<file path="src/design/pptb_pkg.sv">
// Shared constants, codes and types of the per-peer token bucket queue.
package pptb_pkg;

   localparam int PEERS       = 8;
   localparam int QUEUE_DEPTH = 8;
   localparam int SLOTS       = (PEERS < 8) ? PEERS : 8;
   localparam int SLOT_W      = $clog2(SLOTS);
   localparam int HEAD_W      = (QUEUE_DEPTH > 1) ? $clog2(QUEUE_DEPTH) : 1;
   localparam int CNT_W       = $clog2(QUEUE_DEPTH + 1);
   localparam int ADDR_W      = $clog2(SLOTS * QUEUE_DEPTH);
   localparam int ENTRY_W     = 9;

   localparam logic [15:0] BURST_RESET  = 16'd3000;
   localparam logic [9:0]  REFILL_RESET = 10'd2;
   localparam logic [3:0]  LIMIT_RESET  = 4'd6;
   localparam logic [15:0] TOKEN_MILLI  = 16'd1000;

   localparam logic [1:0] OP_ENQUEUE    = 2'd0;
   localparam logic [1:0] OP_TICK       = 2'd1;
   localparam logic [1:0] OP_PEER_LEFT  = 2'd2;
   localparam logic [1:0] OP_DISCONNECT = 2'd3;

   localparam logic [2:0] STAT_QUEUED  = 3'd0;
   localparam logic [2:0] STAT_DROPPED = 3'd1;
   localparam logic [2:0] STAT_IGNORED = 3'd2;
   localparam logic [2:0] STAT_GRANTED = 3'd3;
   localparam logic [2:0] STAT_IDLE    = 3'd4;
   localparam logic [2:0] STAT_CLEARED = 3'd5;

   localparam logic [1:0] CSR_BURST  = 2'd0;
   localparam logic [1:0] CSR_REFILL = 2'd1;
   localparam logic [1:0] CSR_LIMIT  = 2'd2;

   typedef enum logic [2:0] {
      ST_INIT,
      ST_IDLE,
      ST_EXEC,
      ST_VISIT,
      ST_WAIT,
      ST_TICK_END,
      ST_CLR_ALL
   } state_type;

   typedef struct packed {
      logic [31:0] last_time;
      logic [15:0] level;
   } bucket_entry_type;

   typedef struct packed {
      logic              visit;
      logic              clear;
      logic [SLOT_W-1:0] slot;
      logic [15:0]       clear_level;
   } bucket_cmd_type;

   typedef struct packed {
      logic valid;
      logic grant;
   } bucket_res_type;

   typedef struct packed {
      logic               push;
      logic               pop_rd;
      logic               pop_commit;
      logic               clear_one;
      logic               clear_all;
      logic [SLOT_W-1:0]  slot;
      logic [ENTRY_W-1:0] entry;
   } queue_cmd_type;

   typedef struct packed {
      logic nonempty;
      logic full;
   } queue_stat_type;

endpackage

</file>
<file path="src/design/pptb_bucket.sv">
// Token bucket memory with its refill, cap and spend pipeline.
module pptb_bucket (
   input  logic                     clock,
   input  logic                     reset,
   input  pptb_pkg::bucket_cmd_type bkt_cmd,
   input  logic [31:0]              now_ms,
   input  logic [15:0]              burst,
   input  logic [9:0]               refill,
   output pptb_pkg::bucket_res_type bkt_res
);

   pptb_pkg::bucket_entry_type bucket_mem [pptb_pkg::SLOTS];
   pptb_pkg::bucket_entry_type rd_ff;

   logic                        s1_valid_ff, s2_valid_ff, s3_valid_ff;
   logic [pptb_pkg::SLOT_W-1:0] slot1_ff, slot2_ff, slot3_ff;
   logic [31:0]                 elapsed_ff;
   logic                        apply_b_ff, apply_c_ff;
   logic [15:0]                 level_b_ff, level_c_ff;
   logic [16:0]                 prod_ff;

   logic [41:0] prod;
   logic [16:0] prod_in;
   logic [17:0] sum;
   logic [15:0] capped;
   logic [15:0] level_upd;
   logic        grant;
   logic [15:0] level_in;

   always_comb begin
      prod    = 42'(refill) * 42'(elapsed_ff);
      prod_in = (prod[41:17] != '0) ? 17'h1FFFF : prod[16:0];
   end

   always_comb begin
      sum       = 18'(level_c_ff) + 18'(prod_ff);
      capped    = (sum > 18'(burst)) ? burst : sum[15:0];
      level_upd = apply_c_ff ? capped : level_c_ff;
      grant     = (level_upd >= pptb_pkg::TOKEN_MILLI);
      level_in  = grant ? (level_upd - pptb_pkg::TOKEN_MILLI) : level_upd;
   end

   assign bkt_res.valid = s3_valid_ff;
   assign bkt_res.grant = grant;

   always_ff @(posedge clock) begin
      if (reset) begin
         s1_valid_ff <= 1'b0;
         s2_valid_ff <= 1'b0;
         s3_valid_ff <= 1'b0;
      end else begin
         s1_valid_ff <= bkt_cmd.visit;
         s2_valid_ff <= s1_valid_ff;
         s3_valid_ff <= s2_valid_ff;
      end
   end

   always_ff @(posedge clock) begin
      slot1_ff   <= bkt_cmd.slot;
      slot2_ff   <= slot1_ff;
      slot3_ff   <= slot2_ff;
      elapsed_ff <= now_ms - rd_ff.last_time;
      apply_b_ff <= (rd_ff.last_time != 32'd0) && (now_ms > rd_ff.last_time);
      level_b_ff <= rd_ff.level;
      prod_ff    <= prod_in;
      apply_c_ff <= apply_b_ff;
      level_c_ff <= level_b_ff;
   end

   always_ff @(posedge clock) begin
      if (bkt_cmd.visit) begin
         rd_ff <= bucket_mem[bkt_cmd.slot];
      end
      if (bkt_cmd.clear) begin
         bucket_mem[bkt_cmd.slot] <= '{last_time: 32'd0, level: bkt_cmd.clear_level};
      end else if (s3_valid_ff) begin
         bucket_mem[slot3_ff] <= '{last_time: now_ms, level: level_in};
      end
   end

endmodule

</file>
<file path="src/design/pptb_queue.sv">
// Per-peer request FIFOs: entry memory with head and count pointers.
module pptb_queue (
   input  logic                            clock,
   input  logic                            reset,
   input  pptb_pkg::queue_cmd_type         q_cmd,
   input  logic [3:0]                      queue_limit,
   output pptb_pkg::queue_stat_type        q_stat,
   output logic [pptb_pkg::ENTRY_W-1:0]    rd_entry
);

   localparam int SUM_W = pptb_pkg::CNT_W + 1;
   localparam int HN_W  = pptb_pkg::HEAD_W + 1;
   localparam logic [pptb_pkg::ADDR_W-1:0] DEPTH_A = pptb_pkg::ADDR_W'(pptb_pkg::QUEUE_DEPTH);

   logic [pptb_pkg::ENTRY_W-1:0] store_mem [pptb_pkg::SLOTS * pptb_pkg::QUEUE_DEPTH];
   logic [pptb_pkg::ENTRY_W-1:0] rd_entry_ff;

   logic [pptb_pkg::HEAD_W-1:0] head_ff  [pptb_pkg::SLOTS];
   logic [pptb_pkg::CNT_W-1:0]  count_ff [pptb_pkg::SLOTS];

   logic [pptb_pkg::HEAD_W-1:0] head_sel;
   logic [pptb_pkg::CNT_W-1:0]  count_sel;
   logic [4:0]                  lim;
   logic [SUM_W-1:0]            tail_sum;
   logic [SUM_W-1:0]            tail_pos;
   logic [HN_W-1:0]             head_inc;
   logic [pptb_pkg::HEAD_W-1:0] head_in;
   logic [pptb_pkg::ADDR_W-1:0] base;
   logic [pptb_pkg::ADDR_W-1:0] push_addr;
   logic [pptb_pkg::ADDR_W-1:0] pop_addr;

   always_comb begin
      head_sel  = head_ff[q_cmd.slot];
      count_sel = count_ff[q_cmd.slot];
      lim       = ({1'b0, queue_limit} > 5'(pptb_pkg::QUEUE_DEPTH)) ?
                  5'(pptb_pkg::QUEUE_DEPTH) : {1'b0, queue_limit};
      tail_sum  = SUM_W'(head_sel) + SUM_W'(count_sel);
      tail_pos  = (tail_sum >= SUM_W'(pptb_pkg::QUEUE_DEPTH)) ?
                  (tail_sum - SUM_W'(pptb_pkg::QUEUE_DEPTH)) : tail_sum;
      head_inc  = HN_W'(head_sel) + HN_W'(1);
      head_in   = (head_inc == HN_W'(pptb_pkg::QUEUE_DEPTH)) ?
                  '0 : head_inc[pptb_pkg::HEAD_W-1:0];
      base      = pptb_pkg::ADDR_W'(q_cmd.slot) * DEPTH_A;
      push_addr = base + pptb_pkg::ADDR_W'(tail_pos);
      pop_addr  = base + pptb_pkg::ADDR_W'(head_sel);
   end

   assign q_stat.nonempty = (count_sel != '0);
   assign q_stat.full     = (5'(count_sel) >= lim);
   assign rd_entry        = rd_entry_ff;

   always_ff @(posedge clock) begin
      if (reset || q_cmd.clear_all) begin
         for (int i = 0; i < pptb_pkg::SLOTS; i++) begin
            head_ff[i]  <= '0;
            count_ff[i] <= '0;
         end
      end else if (q_cmd.clear_one) begin
         head_ff[q_cmd.slot]  <= '0;
         count_ff[q_cmd.slot] <= '0;
      end else if (q_cmd.push) begin
         count_ff[q_cmd.slot] <= count_sel + pptb_pkg::CNT_W'(1);
      end else if (q_cmd.pop_commit) begin
         head_ff[q_cmd.slot]  <= head_in;
         count_ff[q_cmd.slot] <= count_sel - pptb_pkg::CNT_W'(1);
      end
   end

   always_ff @(posedge clock) begin
      if (q_cmd.push) begin
         store_mem[push_addr] <= q_cmd.entry;
      end
      if (q_cmd.pop_rd) begin
         rd_entry_ff <= store_mem[pop_addr];
      end
   end

endmodule

</file>
<file path="src/design/per_peer_token_bucket_queue.sv">
// Top level: command sequencer, configuration registers and result register.
//
//  channel  | handshake          | payload
//  ---------+--------------------+-------------------------------------------------
//  request  | start / busy       | req_opcode req_peer_slot req_item_index
//           |                    | req_item_dir req_now_ms
//  result   | rsp_valid strobe   | rsp_status rsp_out_slot rsp_out_index rsp_out_dir
//           |                    | rsp_last
//  config   | csr_we             | csr_index csr_wdata
//
//  Enqueue and peer left: result registered from the EXEC state, next item taken as it shows.
//  Tick: visits slots 1 to SLOTS-1 in order; an empty slot is passed over, a non-empty one goes
//  through bucket memory read, elapsed time, multiply, update and write back.
//  Disconnect: a sweep over every bucket memory slot, then one result.
//  Reset: a clearing pass over every bucket memory slot, busy held high.
//  Results are strobed for one cycle each; the receiver cannot stall.
module per_peer_token_bucket_queue (
   input  logic        clock,
   input  logic        reset,
   input  logic        start,
   output logic        busy,
   input  logic [1:0]  req_opcode,
   input  logic [2:0]  req_peer_slot,
   input  logic [7:0]  req_item_index,
   input  logic        req_item_dir,
   input  logic [31:0] req_now_ms,
   output logic        rsp_valid,
   output logic [2:0]  rsp_status,
   output logic [2:0]  rsp_out_slot,
   output logic [7:0]  rsp_out_index,
   output logic        rsp_out_dir,
   output logic        rsp_last,
   input  logic        csr_we,
   input  logic [1:0]  csr_index,
   input  logic [15:0] csr_wdata
);

   localparam int SW = pptb_pkg::SLOT_W;
   localparam logic [SW-1:0] SLOT_LAST = SW'(pptb_pkg::SLOTS - 1);

   pptb_pkg::state_type state_ff, state_in;

   logic [15:0] burst_ff;
   logic [9:0]  refill_ff;
   logic [3:0]  limit_ff;

   logic [1:0]  op_ff;
   logic [2:0]  slot_ff;
   logic [7:0]  index_ff;
   logic        dir_ff;
   logic [31:0] now_ff;

   logic [SW-1:0] visit_ff, visit_in;
   logic [SW-1:0] clr_ff, clr_in;

   logic       pend_valid_ff, pend_valid_in;
   logic [2:0] pend_slot_ff, pend_slot_in;
   logic [7:0] pend_index_ff, pend_index_in;
   logic       pend_dir_ff, pend_dir_in;

   logic       rsp_valid_ff, rsp_valid_in;
   logic [2:0] rsp_status_ff, rsp_status_in;
   logic [2:0] rsp_slot_ff, rsp_slot_in;
   logic [7:0] rsp_index_ff, rsp_index_in;
   logic       rsp_dir_ff, rsp_dir_in;
   logic       rsp_last_ff, rsp_last_in;

   pptb_pkg::bucket_cmd_type bkt_cmd;
   pptb_pkg::bucket_res_type bkt_res;
   pptb_pkg::queue_cmd_type  q_cmd;
   pptb_pkg::queue_stat_type q_stat;
   logic [pptb_pkg::ENTRY_W-1:0] rd_entry;

   logic          accept;
   logic          slot_ok;
   logic [SW-1:0] slot_idx;
   logic          visit_last;
   logic          clr_last;

   assign busy       = (state_ff != pptb_pkg::ST_IDLE);
   assign accept     = start && !busy;
   assign slot_ok    = ({1'b0, slot_ff} < 4'(pptb_pkg::SLOTS));
   assign slot_idx   = slot_ff[SW-1:0];
   assign visit_last = (visit_ff == SLOT_LAST);
   assign clr_last   = (clr_ff == SLOT_LAST);

   pptb_bucket u_bucket (
      .clock   (clock),
      .reset   (reset),
      .bkt_cmd (bkt_cmd),
      .now_ms  (now_ff),
      .burst   (burst_ff),
      .refill  (refill_ff),
      .bkt_res (bkt_res)
   );

   pptb_queue u_queue (
      .clock       (clock),
      .reset       (reset),
      .q_cmd       (q_cmd),
      .queue_limit (limit_ff),
      .q_stat      (q_stat),
      .rd_entry    (rd_entry)
   );

   always_comb begin
      state_in = state_ff;
      unique case (state_ff)
         pptb_pkg::ST_INIT: begin
            if (clr_last) state_in = pptb_pkg::ST_IDLE;
         end
         pptb_pkg::ST_IDLE: begin
            if (accept) state_in = pptb_pkg::ST_EXEC;
         end
         pptb_pkg::ST_EXEC: begin
            unique case (op_ff)
               pptb_pkg::OP_TICK:       state_in = pptb_pkg::ST_VISIT;
               pptb_pkg::OP_DISCONNECT: state_in = pptb_pkg::ST_CLR_ALL;
               default:                 state_in = pptb_pkg::ST_IDLE;
            endcase
         end
         pptb_pkg::ST_VISIT: begin
            if (q_stat.nonempty)  state_in = pptb_pkg::ST_WAIT;
            else if (visit_last)  state_in = pptb_pkg::ST_TICK_END;
         end
         pptb_pkg::ST_WAIT: begin
            if (bkt_res.valid) begin
               state_in = visit_last ? pptb_pkg::ST_TICK_END : pptb_pkg::ST_VISIT;
            end
         end
         pptb_pkg::ST_TICK_END: state_in = pptb_pkg::ST_IDLE;
         pptb_pkg::ST_CLR_ALL: begin
            if (clr_last) state_in = pptb_pkg::ST_IDLE;
         end
         default: state_in = pptb_pkg::ST_IDLE;
      endcase
   end

   always_comb begin
      bkt_cmd       = '0;
      q_cmd         = '0;
      q_cmd.entry   = {dir_ff, index_ff};
      visit_in      = visit_ff;
      clr_in        = clr_ff;
      pend_valid_in = pend_valid_ff;
      pend_slot_in  = pend_slot_ff;
      pend_index_in = pend_index_ff;
      pend_dir_in   = pend_dir_ff;
      rsp_valid_in  = 1'b0;
      rsp_status_in = rsp_status_ff;
      rsp_slot_in   = rsp_slot_ff;
      rsp_index_in  = rsp_index_ff;
      rsp_dir_in    = rsp_dir_ff;
      rsp_last_in   = rsp_last_ff;
      unique case (state_ff)
         pptb_pkg::ST_INIT: begin
            bkt_cmd.clear       = 1'b1;
            bkt_cmd.slot        = clr_ff;
            bkt_cmd.clear_level = pptb_pkg::BURST_RESET;
            clr_in              = clr_last ? '0 : clr_ff + SW'(1);
         end
         pptb_pkg::ST_IDLE: begin
         end
         pptb_pkg::ST_EXEC: begin
            clr_in        = '0;
            visit_in      = SW'(1);
            pend_valid_in = 1'b0;
            q_cmd.slot    = slot_idx;
            rsp_slot_in   = slot_ff;
            rsp_index_in  = 8'd0;
            rsp_dir_in    = 1'b0;
            rsp_last_in   = 1'b1;
            unique case (op_ff)
               pptb_pkg::OP_ENQUEUE: begin
                  rsp_valid_in = 1'b1;
                  if (!slot_ok || slot_ff == 3'd0) begin
                     rsp_status_in = pptb_pkg::STAT_IGNORED;
                  end else if (q_stat.full) begin
                     rsp_status_in = pptb_pkg::STAT_DROPPED;
                  end else begin
                     q_cmd.push    = 1'b1;
                     rsp_status_in = pptb_pkg::STAT_QUEUED;
                  end
               end
               pptb_pkg::OP_PEER_LEFT: begin
                  rsp_valid_in = 1'b1;
                  if (slot_ok) begin
                     q_cmd.clear_one     = 1'b1;
                     bkt_cmd.clear       = 1'b1;
                     bkt_cmd.slot        = slot_idx;
                     bkt_cmd.clear_level = burst_ff;
                     rsp_status_in       = pptb_pkg::STAT_CLEARED;
                  end else begin
                     rsp_status_in = pptb_pkg::STAT_IGNORED;
                  end
               end
               pptb_pkg::OP_DISCONNECT: begin
                  q_cmd.clear_all = 1'b1;
               end
               default: begin
               end
            endcase
         end
         pptb_pkg::ST_VISIT: begin
            q_cmd.slot = visit_ff;
            if (q_stat.nonempty) begin
               bkt_cmd.visit = 1'b1;
               bkt_cmd.slot  = visit_ff;
               q_cmd.pop_rd  = 1'b1;
            end else if (!visit_last) begin
               visit_in = visit_ff + SW'(1);
            end
         end
         pptb_pkg::ST_WAIT: begin
            q_cmd.slot = visit_ff;
            if (bkt_res.valid) begin
               if (!visit_last) visit_in = visit_ff + SW'(1);
               if (bkt_res.grant) begin
                  q_cmd.pop_commit = 1'b1;
                  // release the previous grant, hold this one until the next is known
                  if (pend_valid_ff) begin
                     rsp_valid_in  = 1'b1;
                     rsp_status_in = pptb_pkg::STAT_GRANTED;
                     rsp_slot_in   = pend_slot_ff;
                     rsp_index_in  = pend_index_ff;
                     rsp_dir_in    = pend_dir_ff;
                     rsp_last_in   = 1'b0;
                  end
                  pend_valid_in = 1'b1;
                  pend_slot_in  = 3'(visit_ff);
                  pend_index_in = rd_entry[7:0];
                  pend_dir_in   = rd_entry[8];
               end
            end
         end
         pptb_pkg::ST_TICK_END: begin
            rsp_valid_in = 1'b1;
            rsp_last_in  = 1'b1;
            if (pend_valid_ff) begin
               rsp_status_in = pptb_pkg::STAT_GRANTED;
               rsp_slot_in   = pend_slot_ff;
               rsp_index_in  = pend_index_ff;
               rsp_dir_in    = pend_dir_ff;
            end else begin
               rsp_status_in = pptb_pkg::STAT_IDLE;
               rsp_slot_in   = 3'd0;
               rsp_index_in  = 8'd0;
               rsp_dir_in    = 1'b0;
            end
         end
         pptb_pkg::ST_CLR_ALL: begin
            bkt_cmd.clear       = 1'b1;
            bkt_cmd.slot        = clr_ff;
            bkt_cmd.clear_level = burst_ff;
            clr_in              = clr_last ? '0 : clr_ff + SW'(1);
            if (clr_last) begin
               rsp_valid_in  = 1'b1;
               rsp_status_in = pptb_pkg::STAT_CLEARED;
               rsp_slot_in   = 3'd0;
               rsp_index_in  = 8'd0;
               rsp_dir_in    = 1'b0;
               rsp_last_in   = 1'b1;
            end
         end
         default: begin
         end
      endcase
   end

   always_ff @(posedge clock) begin
      if (reset) begin
         state_ff      <= pptb_pkg::ST_INIT;
         visit_ff      <= SW'(1);
         clr_ff        <= '0;
         pend_valid_ff <= 1'b0;
         rsp_valid_ff  <= 1'b0;
      end else begin
         state_ff      <= state_in;
         visit_ff      <= visit_in;
         clr_ff        <= clr_in;
         pend_valid_ff <= pend_valid_in;
         rsp_valid_ff  <= rsp_valid_in;
      end
   end

   always_ff @(posedge clock) begin
      if (reset) begin
         burst_ff  <= pptb_pkg::BURST_RESET;
         refill_ff <= pptb_pkg::REFILL_RESET;
         limit_ff  <= pptb_pkg::LIMIT_RESET;
      end else if (csr_we) begin
         case (csr_index)
            pptb_pkg::CSR_BURST:  burst_ff  <= csr_wdata;
            pptb_pkg::CSR_REFILL: refill_ff <= csr_wdata[9:0];
            pptb_pkg::CSR_LIMIT:  limit_ff  <= csr_wdata[3:0];
            default: begin
            end
         endcase
      end
   end

   always_ff @(posedge clock) begin
      if (accept) begin
         op_ff    <= req_opcode;
         slot_ff  <= req_peer_slot;
         index_ff <= req_item_index;
         dir_ff   <= req_item_dir;
         now_ff   <= req_now_ms;
      end
      pend_slot_ff  <= pend_slot_in;
      pend_index_ff <= pend_index_in;
      pend_dir_ff   <= pend_dir_in;
      rsp_status_ff <= rsp_status_in;
      rsp_slot_ff   <= rsp_slot_in;
      rsp_index_ff  <= rsp_index_in;
      rsp_dir_ff    <= rsp_dir_in;
      rsp_last_ff   <= rsp_last_in;
   end

   assign rsp_valid     = rsp_valid_ff;
   assign rsp_status    = rsp_status_ff;
   assign rsp_out_slot  = rsp_slot_ff;
   assign rsp_out_index = rsp_index_ff;
   assign rsp_out_dir   = rsp_dir_ff;
   assign rsp_last      = rsp_last_ff;

`ifndef SYNTHESIS
   a_last_frees: assert property (@(posedge clock) disable iff (reset)
      rsp_valid |-> (rsp_last == !busy))
      else $error("final result and busy disagree");

   a_single_result: assert property (@(posedge clock) disable iff (reset)
      (start && !busy && (req_opcode == pptb_pkg::OP_ENQUEUE ||
                          req_opcode == pptb_pkg::OP_PEER_LEFT))
      |=> ##1 (rsp_valid && rsp_last))
      else $error("enqueue or peer left gave no final result");

   a_grant_slot: assert property (@(posedge clock) disable iff (reset)
      (rsp_valid && rsp_status == pptb_pkg::STAT_GRANTED) |-> (rsp_out_slot != 3'd0))
      else $error("grant issued for slot zero");
`endif

endmodule

</file>
<file path="config.mk">
export PLATFORM = sky130hd
export DESIGN_NAME = per_peer_token_bucket_queue
export DESIGN_NICKNAME = d
export VERILOG_FILES = /design/src/design/pptb_pkg.sv /design/src/design/pptb_bucket.sv /design/src/design/pptb_queue.sv /design/src/design/per_peer_token_bucket_queue.sv
export SDC_FILE = /design/constraint.sdc
export NUM_CORES = 2
export LEC_CHECK = 0
export BUFFER_PORTS_ARGS = -buffer_cell sky130_fd_sc_hd__clkbuf_2
export CORE_ASPECT_RATIO = 1.75
export CORE_MARGIN = 1.5
export CORE_UTILIZATION = 30
export DETAILED_ROUTE_END_ITERATION = 8
export MAX_ROUTING_LAYER = met4
export SLEW_MARGIN = 20
export SYNTH_ARGS = -nofsm -noshare
export SYNTH_HDL_FRONTEND = slang
export SYNTH_SLANG_ARGS = --single-unit
</file>
<file path="constraint.sdc">
create_clock -name clock -period 10.6 [get_ports clock]
set_input_delay 1.06 -clock clock [delete_from_list [all_inputs] [get_ports clock]]
set_output_delay 1.06 -clock clock [all_outputs]
set_load 0.1 [all_outputs]
</file>
==> run_results.csv <==
group,metric,value,unit
run_status,status,"finished, final reports clean",
floorplanning,initial_cell_density_of_the_core,30.1,%
floorplanning,chipWidth,349,um
logic_synthesis,synth_area,0.0629,mm2
critical_path,worst-path-max-fanout,110,
drt,drc,0,
sta,slew_viol_final,0,
drt,drt_pre_antenna_iters,6,
logic_synthesis,synth_cells,5038,
sta,fin_worst_hold_slack,316,ps
grt,grt_start_max_net_pins,199,
placement,final_gp_congestion,0.943,
sta,fin_crit,8360,ps
placement,placement.setup.worst_slack,2130,ps
grt,global_route.usage.met2,31.5,%
drt,drt-total-wl,179000,um
floorplanning,io_pins,86,
logic_synthesis,synth.ff_latch_count,1283,
sta,final-hold-violation-count,0,
grt,grt_pass1_vias,41900,
placement,post-dp-hpwl,123000,um
logic_synthesis,synth_cell_type_count,90,
logic_synthesis,synth-edff-count,1147,
sta,timing.slew.headroom,19.3,%
floorplanning,rows,222,
logic_synthesis,yosys_most_used_dff,"edfxtp_1",
cells_and_area,layout_commonest_cell,"edfxtp_1",
sta,layout_setup_ws,2240,ps
sta,rsz0062_at_grt,"no",
placement,port-buffer-count,85,
critical_path,reg2reg_path_depth,20,
grt,global_route_wire_length_before_repair,263000,um
clocking,clock_tree_from_tritoncts,"yes",
grt,initial_antenna_violation_count,14,
grt,gr-max-usage-layer,"met2",
critical_path,worst_r2r_startpoint,"state_ff[0]$_SDFFE_PP0P_",
drt,vias,40300,
min_path,hold_path.class,"flip-flop to flip-flop",
min_path,capture_endpoint_of_the_worst_hold_path,"u_bucket.apply_c_ff$_DFF_P_",
clocking,post_cts_resized,0,
power_and_ir_drop,total_power_consumption,17.9,mW
clocking,cts.sink_count,1283,
grt,grt.met3_usage,2.12,%
logic_synthesis,ys_seq_area_share,59.1,%
run,maxCapViolations,0,
floorplanning,die_area,0.212,mm2
logic_synthesis,mappedNetlistNets,5506,
critical_path,setup.worst_path.end_class,"flip-flop",
logic_synthesis,async_reset_ff_share,0,%
cells_and_area,drive_gt1_share,7.19,%
cells_and_area,final_nets,5490,
clocking,cts_hold_buffers,0,
clocking,cts_setup_buffers,0,
drt,antenna_viol_nets_final,0,
logic_synthesis,synth_area_per_cell,12.5,um2
power_and_ir_drop,vdd_drop_max,0.274,mV
grt,grt_overflow,0,
cells_and_area,syn_to_final_growth,11.3,%
sta,timing_worst_slew_pin_value,1200,ps
sta,share_of_the_clock_period_used_by_the_worst_path,78.9,%
power_and_ir_drop,power_per_cell_area,256,mW/mm2
clocking,cts_inserted_buffers,114,
sta,finClkSkew,84.4,ps
critical_path,critical_path_buffers_and_inverters,3,
critical_path,timing.critical_path.required,10900,ps
critical_path,cpLargestDelayFamily,"simple AND/OR/NAND/NOR gates",
drt,average_via_count_per_standard_cell,5.09,
power_and_ir_drop,p_leak,23.7,nW
clocking,clk_latency,750,ps
cells_and_area,stdcell_count,7927,
floorplanning,vertical_extent_of_the_die,609,um
sta,max_clock_freq,120,MHz
sta,report.final.setup_viol,0,
critical_path,crit_path_start_kind,"flip-flop",
floorplanning,coreArea,0.209,mm2
grt,gr-usage-all-layers,17.0,%
critical_path,regToRegSetupSlack,2240,ps
cells_and_area,num-fill-cells,20600,
critical_path,setup.worst_path.class,"flip-flop to flip-flop",
clocking,cts_buffer_depth,3,
critical_path,slowest_cell_delay_on_critical_path,950,ps
clocking,cts-root-buf,"clkbuf_16",
drt,post_drt_wl_per_cell,22.5,um
sta,fin_tns_setup,0,ps
cells_and_area,mostFrequentLayoutCells,"1,147 x edfxtp_1, 604 x nand2_1, 386 x and2_1",
placement,dp_cells,7705,
critical_path,crit_path_cell_trace,"mux2_2, a22oi_2, buf_4, inv_2, nand2_1, a2bb2oi_1, o221a_4, inv_6, fa_1, xnor2_1, nor2_1, and2_1, nand2_1, nand3_1, o21ai_0, ha_1, fa_1, xnor2_1, nand3b_1, nor2_1",
min_path,worstHoldStart,"u_bucket.apply_b_ff$_DFF_P_",
drt,initialDrtViolationCount,2944,
critical_path,slowest_stage,"dfxtp_1",
logic_synthesis,yosysWarningCount,0,
critical_path,critical_path_arrival,8660,ps
min_path,min_path_cells,0,
clocking,clock_pin_slew_reported_for_the_worst_setup_and_hold_paths_after_clock_tree_synthesis,70,ps
critical_path,r2r-end,"u_queue.store_mem[54][4]$_DFFE_PP_",
clocking,ctsHtreeMaxLevel,3,
grt,grtUsageMet1,17.0,%
worst reg2reg max path, stage by stage, from the launching register on:
cell,delay [ps]
dfxtp_1,950
mux2_2,430
a22oi_2,170
buf_4,270
inv_2,220
nand2_1,190
a2bb2oi_1,200
o221a_4,690
inv_6,510
fa_1,600
xnor2_1,210
nor2_1,140
and2_1,190
nand2_1,60
nand3_1,90
o21ai_0,90
ha_1,240
fa_1,470
xnor2_1,820
nand3b_1,590
nor2_1,780
cell usage after synthesis (all sizes together) (14+ instances only):
cell type     n  share of area [%]
nor2b        25               0.25
a32o         51               0.81
mux2i       132                2.1
edfxtp     1147                 55
inv         331                2.0
a31oi        90               0.93
o211ai       15               0.18
and2        394                3.9
clkbuf      203                1.2
a211o        18               0.25
a311oi       82                1.2
ha          158                3.1
o21a         16               0.19
buf          78               0.59
a211oi      203                2.4
nand3        54               0.43
xnor2        48               0.67
nor3         52               0.41
xor2         21               0.29
nand2       604                3.6
nor2        215                1.3
a221oi       17               0.24
nor4         21               0.22
a21o         52               0.62
dfxtp       136                4.3
fa          242                7.7
nand2b       18               0.18
o21bai       14               0.17
o21ai        97               0.77
o22ai        77               0.77
and3         38               0.38
nand4        40               0.40
a21oi       212                1.7
worst max-delay path by stage:
stage / start / endpoint / depth (start not counted)
after global routing: state_ff[0]$_SDFFE_PP0P_ / u_queue.store_mem[58][1]$_DFFE_PP_ / 21
after global placement: state_ff[0]$_SDFFE_PP0P_ / u_bucket.bucket_mem[6][38]$_DFFE_PP_ / 19
after floorplan: state_ff[1]$_SDFFE_PP0P_ / u_bucket.bucket_mem[5][0]$_DFFE_PP_ / 19
final: state_ff[0]$_SDFFE_PP0P_ / u_queue.store_mem[54][4]$_DFFE_PP_ / 20
after CTS: state_ff[0]$_SDFFE_PP0P_ / u_bucket.bucket_mem[6][44]$_DFFE_PP_ / 19
after detailed placement: state_ff[0]$_SDFFE_PP0P_ / u_bucket.bucket_mem[6][35]$_DFFE_PP_ / 19
sequential cells by signal, indices dropped and copies added, names as in the netlist, 10 cells and up:
signal / cells
refill_ff: 10
u_queue.store_mem: 576
u_bucket.bucket_mem: 384
u_bucket.prod_ff: 17
u_bucket.rd_ff: 48
now_ff: 32
burst_ff: 16
u_bucket.level_c_ff: 16
u_bucket.elapsed_ff: 32
u_bucket.level_b_ff: 16
u_queue.head_ff: 24
u_queue.count_ff: 32
routing by layer:
| layer | up-vias | part of all wire, % |
|---|---|---|
| li1 | 18300 | - |
| met1 | 20400 | 35 |
| met2 | 1235 | 54 |
| met3 | 423 | 4.6 |
| met4 | 0 | 6.1 |
| met5 | - | 0 |
cells by family (layout without fill, tap and decap cells):
logic type | Yosys count | count (layout) | synth area share (%)
and+or+nand+nor | 1518 | 1518 | 11.8
adders and majority gates | 401 | 401 | 10.9
DFF | 1283 | 1283 | 59.1
xor gates and xnor gates | 69 | 69 | 0.961
other | 0 | 10 | 0
buffers and inverters | 614 | 693 | 3.79
AOI/OAI and AO/OA | 1014 | 1014 | 11.3
muxes | 139 | 139 | 2.23
through the flow:
stage               util, %  cell area [um2]
finish                 33.5            70000
floorplan                 -            62900
global route           33.5            70000
CTS                    33.5            69900
detailed placement     31.8            66400
global placement       31.8            66300
where the power goes:
group	switching (mW)	internal (mW)
clock network	1.89	2.13
logic	5.08	2.24
registers	0.364	6.24
total	7.34	10.6
area by class of cell:
| cell class | count | area [um2] | share of cell area [%] |
|---|---|---|---|
| Inverter | 333 | 1260 | 1.80 |
| Multi-Input combinational cell | 3141 | 23500 | 33.6 |
| Clock inverter | 64 | 553 | 0.790 |
| Sequential cell | 1283 | 37200 | 53.1 |
| Clock buffer | 147 | 3020 | 4.31 |
| Tap cell | 2800 | 3500 | 5.01 |
| Antenna cell | 10 | 25.0 | 0.0358 |
| Timing Repair Buffer | 149 | 956 | 1.37 |
(Power assumes the default switching activity.)
